<file path="config.mk">
export PLATFORM = sky130hd
export DESIGN_NAME = pipeline_hazard_nop_inserter_unit
export DESIGN_NICKNAME = d
export VERILOG_FILES = /design/src/rtl/core/phni_pkg.sv /design/src/rtl/core/pipeline_hazard_nop_inserter_unit.sv /design/src/rtl/core/phni_front.sv /design/src/rtl/core/phni_queue.sv /design/src/rtl/core/phni_back.sv
export SDC_FILE = /design/constraint.sdc
export NUM_CORES = 1
export LEC_CHECK = 0
export BUFFER_PORTS_ARGS = -buffer_cell sky130_fd_sc_hd__buf_2
export CELL_PAD_IN_SITES_DETAIL_PLACEMENT = 0
export CELL_PAD_IN_SITES_GLOBAL_PLACEMENT = 2
export CORE_MARGIN = 4
export CORE_UTILIZATION = 30
export CTS_CLUSTER_SIZE = 12
export DETAILED_ROUTE_END_ITERATION = 16
export PLACE_DENSITY = 0.63
export SLEW_MARGIN = 20
export SYNTH_ARGS = -nofsm -noshare
export SYNTH_HDL_FRONTEND = slang
export SYNTH_SLANG_ARGS = --single-unit
</file>
<file path="constraint.sdc">
create_clock -name i_clk -period 12.8 [get_ports i_clk]
set_clock_uncertainty 0.05 [all_clocks]
set_input_delay 2.56 -clock i_clk [delete_from_list [all_inputs] [get_ports i_clk]]
set_output_delay 2.56 -clock i_clk [all_outputs]
set_load 0.01 [all_outputs]
</file>
<file path="src/rtl/core/phni_pkg.sv">
`timescale 1ns / 1ps
// ----------------------------------------------------------------------------
// phni_pkg
// Types, constants and the hazard classification shared by the NOP inserter.
// ----------------------------------------------------------------------------
package phni_pkg;

    localparam logic [31:0] NOP_WORD   = 32'h0000_0013;
    localparam logic [6:0]  OP_BRANCH  = 7'b1100011;
    localparam logic [6:0]  OP_STORE   = 7'b0100011;
    localparam logic [6:0]  OP_LOAD    = 7'b0000011;
    localparam logic        MODE_STALL = 1'b0;
    localparam logic        MODE_FWD   = 1'b1;
    localparam int          BATCH_MAX  = 3;
    localparam int          QUEUE_DEPTH = 4;
    localparam int          QPTR_W     = $clog2(QUEUE_DEPTH);

    // Everything one accepted word releases: up to three instructions, each
    // with the number of NOPs that must follow it.
    typedef struct packed {
        logic [BATCH_MAX-1:0][31:0] words;
        logic [BATCH_MAX-1:0][1:0]  nops;
        logic [1:0]                 cnt_m1;
    } t_batch;

    function automatic logic [1:0] nop_count(
        input logic [31:0] cur,
        input logic        has1,
        input logic [31:0] n1,
        input logic        has2,
        input logic [31:0] n2,
        input logic        mode
    );
        logic [6:0] op;
        logic [4:0] rd;
        logic       hit1;
        logic       hit2;
        logic [1:0] res;
        op   = cur[6:0];
        rd   = cur[11:7];
        hit1 = has1 && ((n1[19:15] == rd) || (n1[24:20] == rd));
        hit2 = has2 && ((n2[19:15] == rd) || (n2[24:20] == rd));
        if (mode != MODE_FWD) begin
            if ((op == OP_BRANCH) || (op == OP_STORE)) begin
                res = 2'd0;
            end else begin
                res = {hit1, hit2};
            end
        end else if (op != OP_LOAD) begin
            res = 2'd0;
        end else if (hit1) begin
            res = 2'd2;
        end else begin
            res = {1'b0, hit2};
        end
        return res;
    endfunction

endpackage

</file>
<file path="src/rtl/core/pipeline_hazard_nop_inserter_unit.sv">
`timescale 1ns / 1ps
// The first result of a batch is held in the batch queue and then in the
// registered output stage before it reaches the output.
// Throughput: one result word per cycle while i_ready is high; a word releases
// 0 to 8 results. Input is taken every cycle while the four-entry batch queue
// has room.
// Reset (synchronous, active low) empties the window and queue, mode to 0.
// ----------------------------------------------------------------------------
// pipeline_hazard_nop_inserter_unit
// Inserts NOP words after RISC-V instructions whose destination register is
// read by one of the next two instructions (in forwarding mode, only loads).
// ----------------------------------------------------------------------------
module pipeline_hazard_nop_inserter_unit (
    input  logic        i_clk,
    input  logic        i_rst_n,
    input  logic        i_cfg_we,
    input  logic        i_cfg_wdata,
    input  logic        i_valid,
    output logic        o_ready,
    input  logic [31:0] i_instruction,
    input  logic        i_program_end,
    output logic        o_valid,
    input  logic        i_ready,
    output logic [31:0] o_word,
    output logic        o_inserted_nop,
    output logic        o_run_last
);

    logic             r_hazard_mode;
    logic             push;
    logic             pop;
    logic             full;
    logic             empty;
    phni_pkg::t_batch batch;
    phni_pkg::t_batch head;

    always_ff @(posedge i_clk) begin
        if (!i_rst_n) begin
            r_hazard_mode <= phni_pkg::MODE_STALL;
        end else if (i_cfg_we) begin
            r_hazard_mode <= i_cfg_wdata;
        end
    end

    phni_front u_front (
        .i_clk         (i_clk),
        .i_rst_n       (i_rst_n),
        .i_valid       (i_valid),
        .o_ready       (o_ready),
        .i_instruction (i_instruction),
        .i_program_end (i_program_end),
        .i_mode        (r_hazard_mode),
        .i_full        (full),
        .o_push        (push),
        .o_batch       (batch)
    );

    phni_queue u_queue (
        .i_clk   (i_clk),
        .i_rst_n (i_rst_n),
        .i_push  (push),
        .i_batch (batch),
        .o_full  (full),
        .i_pop   (pop),
        .o_empty (empty),
        .o_head  (head)
    );

    phni_back u_back (
        .i_clk          (i_clk),
        .i_rst_n        (i_rst_n),
        .i_empty        (empty),
        .i_head         (head),
        .o_pop          (pop),
        .o_valid        (o_valid),
        .i_ready        (i_ready),
        .o_word         (o_word),
        .o_inserted_nop (o_inserted_nop),
        .o_run_last     (o_run_last)
    );

endmodule

</file>
<file path="src/rtl/core/phni_front.sv">
`timescale 1ns / 1ps
// ----------------------------------------------------------------------------
// phni_front
// Look-ahead window: accepts words and forms the batch of instructions and
// NOP counts that each word releases.
// ----------------------------------------------------------------------------
module phni_front (
    input  logic               i_clk,
    input  logic               i_rst_n,
    input  logic               i_valid,
    output logic               o_ready,
    input  logic [31:0]        i_instruction,
    input  logic               i_program_end,
    input  logic               i_mode,
    input  logic               i_full,
    output logic               o_push,
    output phni_pkg::t_batch   o_batch
);

    logic [1:0][31:0] r_win;
    logic [1:0]       r_count;
    logic [1:0]       n_count;
    logic             accept;
    logic [2:0][31:0] seq;

    assign o_ready = !i_full;
    assign accept  = i_valid && !i_full;

    always_comb begin
        seq[0] = (r_count == 2'd0) ? i_instruction : r_win[0];
        seq[1] = (r_count == 2'd1) ? i_instruction : r_win[1];
        seq[2] = i_instruction;
    end

    always_comb begin
        o_batch.words  = seq;
        o_batch.nops[0] = phni_pkg::nop_count(seq[0], r_count >= 2'd1, seq[1],
                                               r_count >= 2'd2, seq[2], i_mode);
        o_batch.nops[1] = phni_pkg::nop_count(seq[1], r_count >= 2'd2, seq[2],
                                               1'b0, 32'd0, i_mode);
        o_batch.nops[2] = 2'd0;
        o_batch.cnt_m1  = i_program_end ? r_count : 2'd0;
        o_push          = accept && (i_program_end || (r_count == 2'd2));
    end

    always_comb begin
        n_count = r_count;
        if (accept) begin
            if (i_program_end) begin
                n_count = 2'd0;
            end else if (r_count != 2'd2) begin
                n_count = r_count + 2'd1;
            end
        end
    end

    always_ff @(posedge i_clk) begin
        if (!i_rst_n) begin
            r_count <= 2'd0;
        end else begin
            r_count <= n_count;
        end
    end

    always_ff @(posedge i_clk) begin
        if (accept && !i_program_end) begin
            if (r_count == 2'd2) begin
                r_win[0] <= r_win[1];
                r_win[1] <= i_instruction;
            end else begin
                r_win[r_count[0]] <= i_instruction;
            end
        end
    end

endmodule

</file>
<file path="src/rtl/core/phni_queue.sv">
`timescale 1ns / 1ps
// ----------------------------------------------------------------------------
// phni_queue
// Short first-in first-out queue of batches between the window and the
// output sequencer.
// ----------------------------------------------------------------------------
module phni_queue (
    input  logic               i_clk,
    input  logic               i_rst_n,
    input  logic               i_push,
    input  phni_pkg::t_batch   i_batch,
    output logic               o_full,
    input  logic               i_pop,
    output logic               o_empty,
    output phni_pkg::t_batch   o_head
);

    phni_pkg::t_batch             r_mem [phni_pkg::QUEUE_DEPTH];
    logic [phni_pkg::QPTR_W:0]    r_wr_ptr;
    logic [phni_pkg::QPTR_W:0]    r_rd_ptr;

    assign o_empty = (r_wr_ptr == r_rd_ptr);
    assign o_full  = (r_wr_ptr[phni_pkg::QPTR_W] != r_rd_ptr[phni_pkg::QPTR_W]) &&
                     (r_wr_ptr[phni_pkg::QPTR_W-1:0] == r_rd_ptr[phni_pkg::QPTR_W-1:0]);
    assign o_head  = r_mem[r_rd_ptr[phni_pkg::QPTR_W-1:0]];

    always_ff @(posedge i_clk) begin
        if (!i_rst_n) begin
            r_wr_ptr <= '0;
            r_rd_ptr <= '0;
        end else begin
            if (i_push && !o_full) begin
                r_wr_ptr <= r_wr_ptr + 1'b1;
            end
            if (i_pop && !o_empty) begin
                r_rd_ptr <= r_rd_ptr + 1'b1;
            end
        end
    end

    always_ff @(posedge i_clk) begin
        if (i_push && !o_full) begin
            r_mem[r_wr_ptr[phni_pkg::QPTR_W-1:0]] <= i_batch;
        end
    end

endmodule

</file>
<file path="src/rtl/core/phni_back.sv">
`timescale 1ns / 1ps
// ----------------------------------------------------------------------------
// phni_back
// Output sequencer: expands each batch into instruction and NOP words, one
// per cycle while the output is taken, through a registered output stage.
// ----------------------------------------------------------------------------
module phni_back (
    input  logic               i_clk,
    input  logic               i_rst_n,
    input  logic               i_empty,
    input  phni_pkg::t_batch   i_head,
    output logic               o_pop,
    output logic               o_valid,
    input  logic               i_ready,
    output logic [31:0]        o_word,
    output logic               o_inserted_nop,
    output logic               o_run_last
);

    logic        r_valid;
    logic [31:0] r_word;
    logic        r_nop;
    logic        r_last;
    logic [1:0]  r_idx;
    logic [1:0]  r_sub;
    logic        load;
    logic        step;
    logic        instr_done;
    logic        batch_done;

    assign load       = !r_valid || i_ready;
    assign step       = load && !i_empty;
    assign instr_done = (r_sub == i_head.nops[r_idx]);
    assign batch_done = instr_done && (r_idx == i_head.cnt_m1);
    assign o_pop      = step && batch_done;

    always_ff @(posedge i_clk) begin
        if (!i_rst_n) begin
            r_valid <= 1'b0;
            r_idx   <= 2'd0;
            r_sub   <= 2'd0;
        end else if (load) begin
            r_valid <= !i_empty;
            if (step) begin
                if (batch_done) begin
                    r_idx <= 2'd0;
                    r_sub <= 2'd0;
                end else if (instr_done) begin
                    r_idx <= r_idx + 2'd1;
                    r_sub <= 2'd0;
                end else begin
                    r_sub <= r_sub + 2'd1;
                end
            end
        end
    end

    always_ff @(posedge i_clk) begin
        if (step) begin
            r_word <= (r_sub == 2'd0) ? i_head.words[r_idx] : phni_pkg::NOP_WORD;
            r_nop  <= (r_sub != 2'd0);
            r_last <= batch_done;
        end
    end

    assign o_valid        = r_valid;
    assign o_word         = r_word;
    assign o_inserted_nop = r_nop;
    assign o_run_last     = r_last;

endmodule
</file>
==> qor.yml, run 1 <==
outcome:
  status: "completed"
floorplanning:
  start_util: 0.3031
  fp.coreArea_um2: 70150
  rows: 97
  ios: 75
  die_h_um: 274.2
  die_w_um: 274.2
  die_area_um2: 75190
clocking:
  root_buffer: "clkbuf_16"
  clk_pin_slew_ps: 60
  clkSinkCount: 518
  cts_buffers: 57
  clk_latency_ps: 590
  postCtsHoldBufs: 0
  clk_path_buf_depth: 3
  cts-htree-levels: 2
  cts_resized: 0
  postCtsSetupRepairBufs: 0
  cts_tree: "done"
drt:
  routed_wl_um: 50470
  postRouteAntennaNets: 0
  vias: 10425
  drt_pass1_iterations: 4
  vias_per_cell: 4.673
  drt_iter0_drc: 672
  routedWlPerCell_um: 22.62
  drc: 0
layout:
  fillers: 6720
  syn2layout_area_growth_pct: 14.94
  drive_gt1_frac: 0.2661
  fin_util: 0.3483
  fin_nets: 1303
sta:
  drv_slew: 0
  rsz0062_at_grt: "false"
  finalSetupTns_ps: 0
  hold_viol: 0
  max_freq_mhz: 206.2
  period_needed_ps: 4851
  slew-limit-headroom: 0.3673
  worst_slew_pin_slew_ps: 949.1
  period_share: 0.3790
  setup_viol: 0
synthesis:
  syn_avg_cell_area_um2: 18.31
  ys_seq_elements: 518
  yosysTopAreaCell: "edfxtp_1"
  yosysWarningCount: 0
  synth_common_cells: "edfxtp_1 (502), mux4_2 (100), nand2_1 (76)"
  synth.most_common_cell: "edfxtp_1"
  synth_top_area_frac: 0.7091
  synth_cell_types: 45
  syn-num-nets: 1210
  async_reset_ff_frac: 0
  synth-edff-count: 502
  postSynthCellCount: 1161
  ys_seq_area_frac: 0.7241
  synthTopCellsByArea: "edfxtp_1 (71%), mux4_2 (11%), mux2_2 (2.8%)"
  netlist_area_um2: 21260
  ys.flop_type: "edfxtp_1"
placed_design:
  dp_hpwl_um: 26990
  io_buffers: 74
  gp_congestion: 0.6910
power:
  p_leak_nw: 8.011
  power.density_nw_per_um2: 155.6
  ir_drop_v: 0.00009481
grt:
  overflow: 0
  grt_max_degree: 67
  grt_antenna_before_repair: 0
  grt.total_usage: 0.1346
  grt_pass1_vias: 11157
  grt_pass1_wl_um: 74580
critical_path:
  r2r_cells: 6
  crit_fanout: 53
  regToRegEndpoint: "u_queue.r_mem[3][55]$_DFFE_PP_"
  crit_path_end_kind: "flop"
  r2r-start: "u_front.r_count[0]$_SDFFE_PN0P_"
  cp.arrival_ps: 5010
  crit_path_start: "i_valid"
  start_kind: "input port"
  critPathKind: "in2reg"
  required_ps: 12960
  rrSetupSlack_ps: 9090
worst_hold_path:
  min_from: "u_queue.r_rd_ptr[2]$_SDFFE_PN0P_"
  whs_path_depth: 2
  hold_end: "u_queue.r_rd_ptr[2]$_SDFFE_PN0P_"
  min-delay-path-class: "reg2reg"
flow_run:
  timing.max_cap.violations: 0
metrics by stage:
stage,instances,hold slack [ps],power [mW],setup slack [ps],cell area (µm²)
finish,2231,466.3,3.803,7949,24440
global route,2229,515.6,3.959,7780,24430
CTS,2229,473.8,3.867,7905,24430
detailed placement,2135,454.2,2.324,7259,22730
global placement,2135,449.1,2.319,7308,22730
floorplan,1161,430.0,2.196,6823,21260
critical path, cell delays in order:
cell and delay [ps]:
buf_2 90, inv_1 40, a31oi_1 350, o21a_1 330, and2_4 800, buf_4 760
worst max path at each step:
stage          slack (ps)                        endpoint  depth (start not counted)
2_1_floorplan        6820   u_queue.r_mem[3][0]$_DFFE_PP_                          4
3_3_place_gp         7310  u_queue.r_mem[0][24]$_DFFE_PP_                          6
3_5_place_dp         7260  u_queue.r_mem[1][23]$_DFFE_PP_                          6
4_1_cts              7910  u_queue.r_mem[1][45]$_DFFE_PP_                          6
5_1_grt              7780  u_queue.r_mem[3][87]$_DFFE_PP_                          6
6_report             7950  u_queue.r_mem[3][55]$_DFFE_PP_                          6
layout make-up:
type / count / area [µm²] / share of cell area
clock inverters: 25 / 227.7 / 0.009319
inverters: 52 / 195.2 / 0.007988
diodes: 2 / 5.005 / 0.0002048
flip-flops and latches: 518 / 15400 / 0.6304
multi-input cells: 532 / 5440 / 0.2226
well taps: 940 / 1176 / 0.04813
repair buffers: 93 / 516.7 / 0.02115
clock buffers: 69 / 1471 / 0.06022
where the power goes:
group          leakage [nW]  switching (mW)  internal, mW  total (mW)
Combinational          2.46           0.192         0.125       0.317
Sequential             4.73          0.0195          1.94        1.96
Clock                 0.819           0.641         0.887        1.53
kinds of logic after synthesis:
family	Yosys count	share of synthesized area
multiplexers	206	0.1599
AND/OR/NAND/NOR	194	0.04673
adder cells (fa/ha/maj)	10	0.005885
buffers and inverters	111	0.02272
XOR/XNOR	38	0.01566
AO/OA/AOI/OAI	84	0.02495
flip-flops	518	0.7241
placed cells by master, fill, tap and decap left out, types with 3 or more instances in the layout:
master      instances
nor2_1              8
clkinv_2            7
mux2_2             53
ha_2                3
o221ai_1            3
nand2b_1            3
buf_4              18
clkbuf_16          57
o22ai_1            29
a21oi_1             4
inv_1              51
xnor2_1            25
nor2b_1            42
and2_1             35
xor2_1             13
nand2_1            76
bufinv_16           4
ha_1                7
clkbuf_1           12
a31oi_1             3
clkinvlp_4          4
mux2i_2             4
nor3_1              7
mux4_2            100
mux2i_1            48
and2_4              4
clkinv_1            9
o21ai_0            32
buf_2              74
nand3_1             6
dfxtp_1            13
edfxtp_1          502
metal layers:
metal / vias to the layer above / global-route usage / wire length [µm] / share of wire
met1: 5486 / 0.1868 / 23460 / 0.46
met4: 0 / 0.03075 / 934 / 0.019
li1: 4706 / - / - / -
met5: - / 0 / 0 / 0
met3: 59 / 0.02485 / 1883 / 0.037
met2: 174 / 0.2210 / 24190 / 0.48
sequential cells by signal (all words and copies together) (netlist names), named ones only:
signal                 cells
u_queue.r_mem            404
u_front.r_win             64
u_back.o_word             32
u_queue.r_rd_ptr           3
u_queue.r_wr_ptr           3
u_back.r_idx               2
u_back.r_sub               2
u_front.r_count            2
r_hazard_mode              1
u_back.o_inserted_nop      1
u_back.o_run_last          1
u_back.o_valid             1
Power figures use the tool's default switching activity.
==> run 2: changes to the inputs <==
Clock period 12.8 ns to 5 ns, I/O delays scaled along.
==> run 2 against run 1 <==
Sequential cell count did not move. Clock-buffer cell count grew 11. Critical path depth decreased by 1. Worst setup slack got worse by 6400 ps. Global-route usage down 0.45 points. Critical path type is now reg2reg. Critical endpoint is now u_queue.r_mem[0][5]$_DFFE_PP_. Largest cell class unchanged. Highest routed layer is now met5.
==> qor.yml, run 2 (synthesis gave the netlist of run 1 again) <==
placed_design:
  gp_congestion: 0.7250  # +4.9%
  dp_cells: 2139  # +0.19%
  dp_hpwl_um: 28980  # +7.4%
  io_buffers: 74  # unchanged
layout:
  mostFrequentLayoutCells: "edfxtp_1 (502), mux4_2 (100), nand2_1 (76)"
  drive_gt1_frac: 0.2687  # +0.002570
  largest_register_ffs: 404  # unchanged
  syn2layout_area_growth_pct: 15.63
  fillers: 6677  # -0.64%
  antennaDiodeCount: 0  # -2
  fin_nets: 1307  # +0.31%
  fin_util: 0.3504  # +0.002069
  layout_commonest_cell: "edfxtp_1"
  instances_no_fill: 2239  # +0.36%
drt:
  drc: 0  # unchanged
  drt_pass1_iterations: 5  # +1
  postRouteAntennaNets: 0  # unchanged
  vias_per_cell: 4.649  # -0.51%
  routed_wl_um: 48520  # -3.9%
  routedWlPerCell_um: 21.67  # -4.2%
  drt_iter0_drc: 603  # -10%
  vias: 10409  # -0.15%
clocking:
  postCtsSetupRepairBufs: 0  # unchanged
  cts-htree-levels: 2  # unchanged
  postCtsHoldBufs: 0  # unchanged
  cts_resized: 0  # unchanged
  clkSinkCount: 518  # unchanged
  clk_path_buf_depth: 3  # unchanged
  clk_pin_slew_ps: 60  # about the same
  root_buffer: "clkbuf_16"
  clk_latency_ps: 600  # about the same
  cts_buffers: 56  # -1.8%
  cts_tree: "done"
flow_run:
  timing.max_cap.violations: 0  # unchanged
critical_path:
  crit_slowest_cell: "ha_2"
  crit_path_end_kind: "flop"
  rrSetupSlack_ps: 1530  # -7560 ps
  cpPeakStageDelay_ps: 930  # +130 ps
  crit_fanout: 32  # -40%
  cp.arrival_ps: 3740  # -1270 ps
  critPathKind: "reg2reg"
  start_kind: "flop"
  path_cells: "ha_2 -> mux2_2 -> or3_1 -> o31a_1 -> a2111oi_2"
  required_ps: 5260  # -7700 ps
sta:
  hold_viol: 0  # unchanged
  slew-limit-headroom: 0.3138  # -0.05351
  finalSetupTns_ps: 0  # unchanged
  max_freq_mhz: 288.0
  setup_viol: 0  # unchanged
  rsz0062_at_grt: "false"
  worst_slew_pin_slew_ps: 1029  # +80.27 ps
  period_share: 0.6944
  drv_slew: 0  # unchanged
  period_needed_ps: 3472
grt:
  grt.total_usage: 0.1300  # -0.004546
  grt_antenna_before_repair: 3  # +3
  overflow: 0  # unchanged
  grt_pass1_wl_um: 73220  # -1.8%
  grt_max_degree: 102  # +52%
  grt_pass1_vias: 11029  # -1.1%
floorplanning:
  fp.coreArea_um2: 70150  # unchanged
  die_h_um: 274.2  # unchanged
  rows: 97  # unchanged
  start_util: 0.3031  # unchanged
  die_w_um: 274.2  # unchanged
  die_area_um2: 75190  # unchanged
  ios: 75  # unchanged
power:
  p_leak_nw: 8.077  # +0.82%
  power.density_nw_per_um2: 396.4  # +150%
  ir_drop_v: 0.0002213  # +130%
  netSwitchingPower_mw: 2.177  # +160%
  clockPowerShare: 0.402  # about the same
  p_seq_frac: 0.514  # about the same
  power_mw: 9.745  # +160%
  switching_share: 0.2234  # -0.0006837
  intPower_mw: 7.568  # +160%
  power_frac_comb: 0.084  # about the same
outcome:
  status: "completed"
worst_hold_path:
  min-delay-path-class: "reg2reg"
## run 2: final cells by class
| type | instances | area [µm²] | area share |
|---|---|---|---|
| clock buffer | 80 | 1533 | 0.06235 |
| clock inverter | 19 | 185.2 | 0.007533 |
| inverter | 52 | 195.2 | 0.007941 |
| multi-input combinational | 532 | 5440 | 0.2213 |
| sequential | 518 | 15400 | 0.6266 |
| tap | 940 | 1176 | 0.04785 |
| timing repair buffer | 98 | 648.1 | 0.02637 |
## run 2: layer usage
metal	GRT usage	part of all wire	up-vias
met1	0.1801	0.47	5450
met5	0	0.00041	-
met4	0.02871	0.017	2
li1	-	-	4717
met3	0.02984	0.045	65
met2	0.2102	0.47	175
## run 2: path summary, 6_finish.rpt
path                                         start                                to  cells past startpoint
hold / removal    u_queue.r_rd_ptr[2]$_SDFFE_PN0P_  u_queue.r_rd_ptr[2]$_SDFFE_PN0P_                      2
setup reg to reg   u_front.r_count[0]$_SDFFE_PN0P_     u_queue.r_mem[0][5]$_DFFE_PP_                      5
hold reg to reg   u_queue.r_rd_ptr[2]$_SDFFE_PN0P_  u_queue.r_rd_ptr[2]$_SDFFE_PN0P_                      2
setup / recovery   u_front.r_count[0]$_SDFFE_PN0P_     u_queue.r_mem[0][5]$_DFFE_PP_                      5
## run 2: power by group through the flow
stage / Clock (mW) / Sequential, mW / Combinational (mW)
final: 3.92 / 5.01 / 0.821
after global routing: 4.22 / 5.02 / 0.915
after CTS: 4.04 / 5.01 / 0.852
after detailed placement: 0 / 5.10 / 0.850
after global placement: 0 / 5.10 / 0.838
after floorplan: 0 / 5.12 / 0.503
## run 2: critical path, delay by kind of cell, from the launching register on
| family | cells | cell delay, ps |
|---|---|---|
| AOI/OAI and AO/OA | 2 | 810 |
| DFF | 1 | 500 |
| and+or+nand+nor | 1 | 420 |
| muxes | 1 | 470 |
| adders and majority gates | 1 | 930 |
## run 2: metrics by stage
stage	cell area (µm²)	hold WS, ps	setup WS (ps)
after floorplan	21260	430.0	583.0
after global placement	22790	448.9	1403
after detailed placement	22840	455.5	1541
after CTS	24550	474.9	1498
after global routing	24580	499.7	1275
final	24580	470.9	1528
==> run 3: changes to the inputs <==
Settings changed: ABC_AREA set to 1, PLACE_DENSITY 0.63 to 0.68.
Clock period 5 ns to 3.5 ns, I/O delays scaled along.
==> run 3 against run 2 <==
Critical path depth is 6 higher. Sequential power increased by 45%. Total power up 50%. Non-clock buffer count grew 20. Highest routed layer unchanged. Cell count is 29% higher. Combinational power grew 130%. Critical endpoint is now u_queue.r_mem[2][2]$_DFFE_PP_. Sequential cell count unchanged. Core utilization increased by 0.12 points. Register-to-register slack lost 860 ps. Clock power increased by 39%.
==> qor.yml, run 3 <==
outcome:
  status: "completed"
drt:
  routed_wl_um: 57920  # +19%
  postRouteAntennaNets: 0  # unchanged
  vias_per_cell: 4.844  # +4.2%
  drt_iter0_drc: 908  # +51%
  vias: 13947  # +34%
  drc: 0  # unchanged
  drt_pass1_iterations: 5  # unchanged
  routedWlPerCell_um: 20.12  # -7.2%
worst_hold_path:
  min-delay-path-class: "in2reg"
clocking:
  clkSinkCount: 518  # unchanged
  clk_path_buf_depth: 3  # unchanged
  clk_latency_ps: 600  # about the same
  root_buffer: "clkbuf_16"
  clk_pin_slew_ps: 60  # about the same
  cts_tree: "done"
  cts_resized: 0  # unchanged
  postCtsSetupRepairBufs: 0  # unchanged
  cts-htree-levels: 2  # unchanged
  cts_buffers: 57  # +1.8%
  postCtsHoldBufs: 0  # unchanged
floorplanning:
  start_util: 0.3041  # +0.001061
  rows: 97  # unchanged
  die_area_um2: 75570  # +0.51%
  die_h_um: 274.9  # +0.26%
  die_w_um: 274.9  # +0.26%
  ios: 75  # unchanged
  fp.coreArea_um2: 70270  # +0.17%
flow_run:
  timing.max_cap.violations: 0  # unchanged
critical_path:
  cpPeakStageDelay_ps: 450  # -480 ps
  crit_fanout: 27  # -16%
  path_buf_inv: 3  # +3
  path_cells: "inv_1 -> ha_2 -> buf_4 -> nor2_1 -> a21oi_1 -> nand3_1 -> o21ai_0 -> nand2_1 -> nor2_1 -> nand2_1 -> inv_1"
  critPathKind: "reg2reg"
  cp_top_family: "buffers and inverters"
  required_ps: 3900  # -1360 ps
  crit_slowest_cell: "a21oi_1"
  cp.arrival_ps: 3230  # -510 ps
  crit_path_end_kind: "flop"
  start_kind: "flop"
grt:
  grt_pass1_wl_um: 86720  # +18%
  grt.total_usage: 0.1515  # +0.02144
  grt_max_degree: 118  # +16%
  grt_pass1_vias: 13845  # +26%
  grt_antenna_before_repair: 3  # unchanged
  overflow: 0  # unchanged
layout:
  regArea_um2: 15400  # about the same
  fillers: 6893  # +3.2%
  syn2layout_area_growth_pct: 15.62  # about the same
  post-route-cell-area_um2: 24710  # +0.52%
  largest_register_ffs: 404  # unchanged
  fin_nets: 1944  # +49%
  layout_commonest_cell: "edfxtp_1"
  fin_util: 0.3516  # +0.001211
  multi_input_area_um2: 5050  # -7.2%
  instances_no_fill: 2879  # +29%
  drive_gt1_frac: 0.1115  # -0.1572
  mostFrequentLayoutCells: "edfxtp_1 (502), nor2_1 (274), nand2_1 (252)"
synthesis:
  postSynthCellCount: 1819  # +57%
  yosysTopAreaCell: "edfxtp_1"
  ys_seq_area_frac: 0.7204  # -0.003773
  synth-edff-count: 502  # unchanged
  synth_top_area_frac: 0.7054  # -0.003695
  async_reset_ff_frac: 0  # unchanged
  ys.flop_type: "edfxtp_1"
  synth_common_cells: "edfxtp_1 (502), nor2_1 (283), nand2_1 (252)"
  ys_seq_elements: 518  # unchanged
  yosysWarningCount: 0  # unchanged
  synth.most_common_cell: "edfxtp_1"
  netlist_area_um2: 21370  # +0.52%
  syn-num-nets: 1868  # +54%
  syn_avg_cell_area_um2: 11.75  # -36%
  synth_cell_types: 32  # -29%
  synthTopCellsByArea: "edfxtp_1 (71%), o21ai_0 (5.6%), nor2_1 (5.0%)"
sta:
  worst_slack_ps: 670.6  # -857.4 ps
  period_share: 0.8084  # +0.1140
  slew-limit-headroom: 0.4037  # +0.08997
  setup_viol: 0  # unchanged
  max_freq_mhz: 353.4  # +23%
  drv_slew: 0  # unchanged
  worst_slew_pin_slew_ps: 885.1  # -144.3 ps
  rsz0062_at_grt: "false"
  period_needed_ps: 2829  # -642.6 ps
  hold_viol: 0  # unchanged
  finalSetupTns_ps: 0  # unchanged
placed_design:
  pre_cts_ws_ps: 737.3  # -803.4 ps
  gp_congestion: 0.7355  # +1.4%
  dp_cells: 2776  # +30%
  io_buffers: 74  # unchanged
  dp_hpwl_um: 33530  # +16%
  dpl_cell_area_um2: 23040  # +0.91%
power:
  ir_drop_v: 0.0003208  # +45%
  p_leak_nw: 8.927  # +11%
  power.density_nw_per_um2: 590.8  # +49%
run 3: final timing paths:
path | slack [ps] | to | start | cells past startpoint
hold reg to reg | 440 | u_back.r_sub[0]$_SDFFE_PN0P_ | u_back.r_sub[0]$_SDFFE_PN0P_ | 2
setup / recovery | 670 | u_queue.r_mem[2][2]$_DFFE_PP_ | u_front.r_count[0]$_SDFFE_PN0P_ | 11
hold / removal | 280 | u_queue.r_mem[3][76]$_DFFE_PP_ | i_instruction[6] | 1
setup reg to reg | 670 | u_queue.r_mem[2][2]$_DFFE_PP_ | u_front.r_count[0]$_SDFFE_PN0P_ | 11
run 3: metrics by stage:
| step | hold slack [ps] | power (mW) |
|---|---|---|
| floorplan | 401.7 | 8.507 |
| global placement | 423.3 | 9.300 |
| detailed placement | 427.3 | 9.322 |
| CTS | 246.5 | 14.81 |
| global route | 275.3 | 15.25 |
| finish | 282.2 | 14.60 |
run 3: where the power goes:
part           switching (mW)  internal [mW]
combinational            1.34          0.537
sequential             0.0731           7.19
clock                    2.36           3.10
run 3: cell families after synthesis:
| kind of cell | Yosys count | share of synthesized area |
|---|---|---|
| flip-flops | 518 | 0.7204 |
| adder cells (fa/ha/maj) | 10 | 0.005855 |
| AND/OR/NAND/NOR | 605 | 0.1119 |
| buffers and inverters | 247 | 0.04737 |
| AO/OA/AOI/OAI | 421 | 0.1071 |
| XOR/XNOR | 18 | 0.007377 |
run 3: per-layer routing:
layer / part of all wire / wire, µm / GRT usage / vias up
met5: 0.00022 / 13 / 0 / -
met1: 0.45 / 25960 / 0.2043 / 6998
met3: 0.052 / 3031 / 0.02930 / 72
met4: 0.016 / 917 / 0.03167 / 2
li1: - / - / - / 6571
met2: 0.48 / 28000 / 0.2559 / 304
run 3: area by class of cell:
type | instances | area share
Clock buffer | 69 | 0.05955
Clock inverter | 33 | 0.007697
Timing Repair Buffer | 118 | 0.03494
Sequential cell | 518 | 0.6234
Antenna cell | 1 | 0.0001013
Tap cell | 940 | 0.04760
Multi-Input combinational cell | 1054 | 0.2044
Inverter | 146 | 0.02238
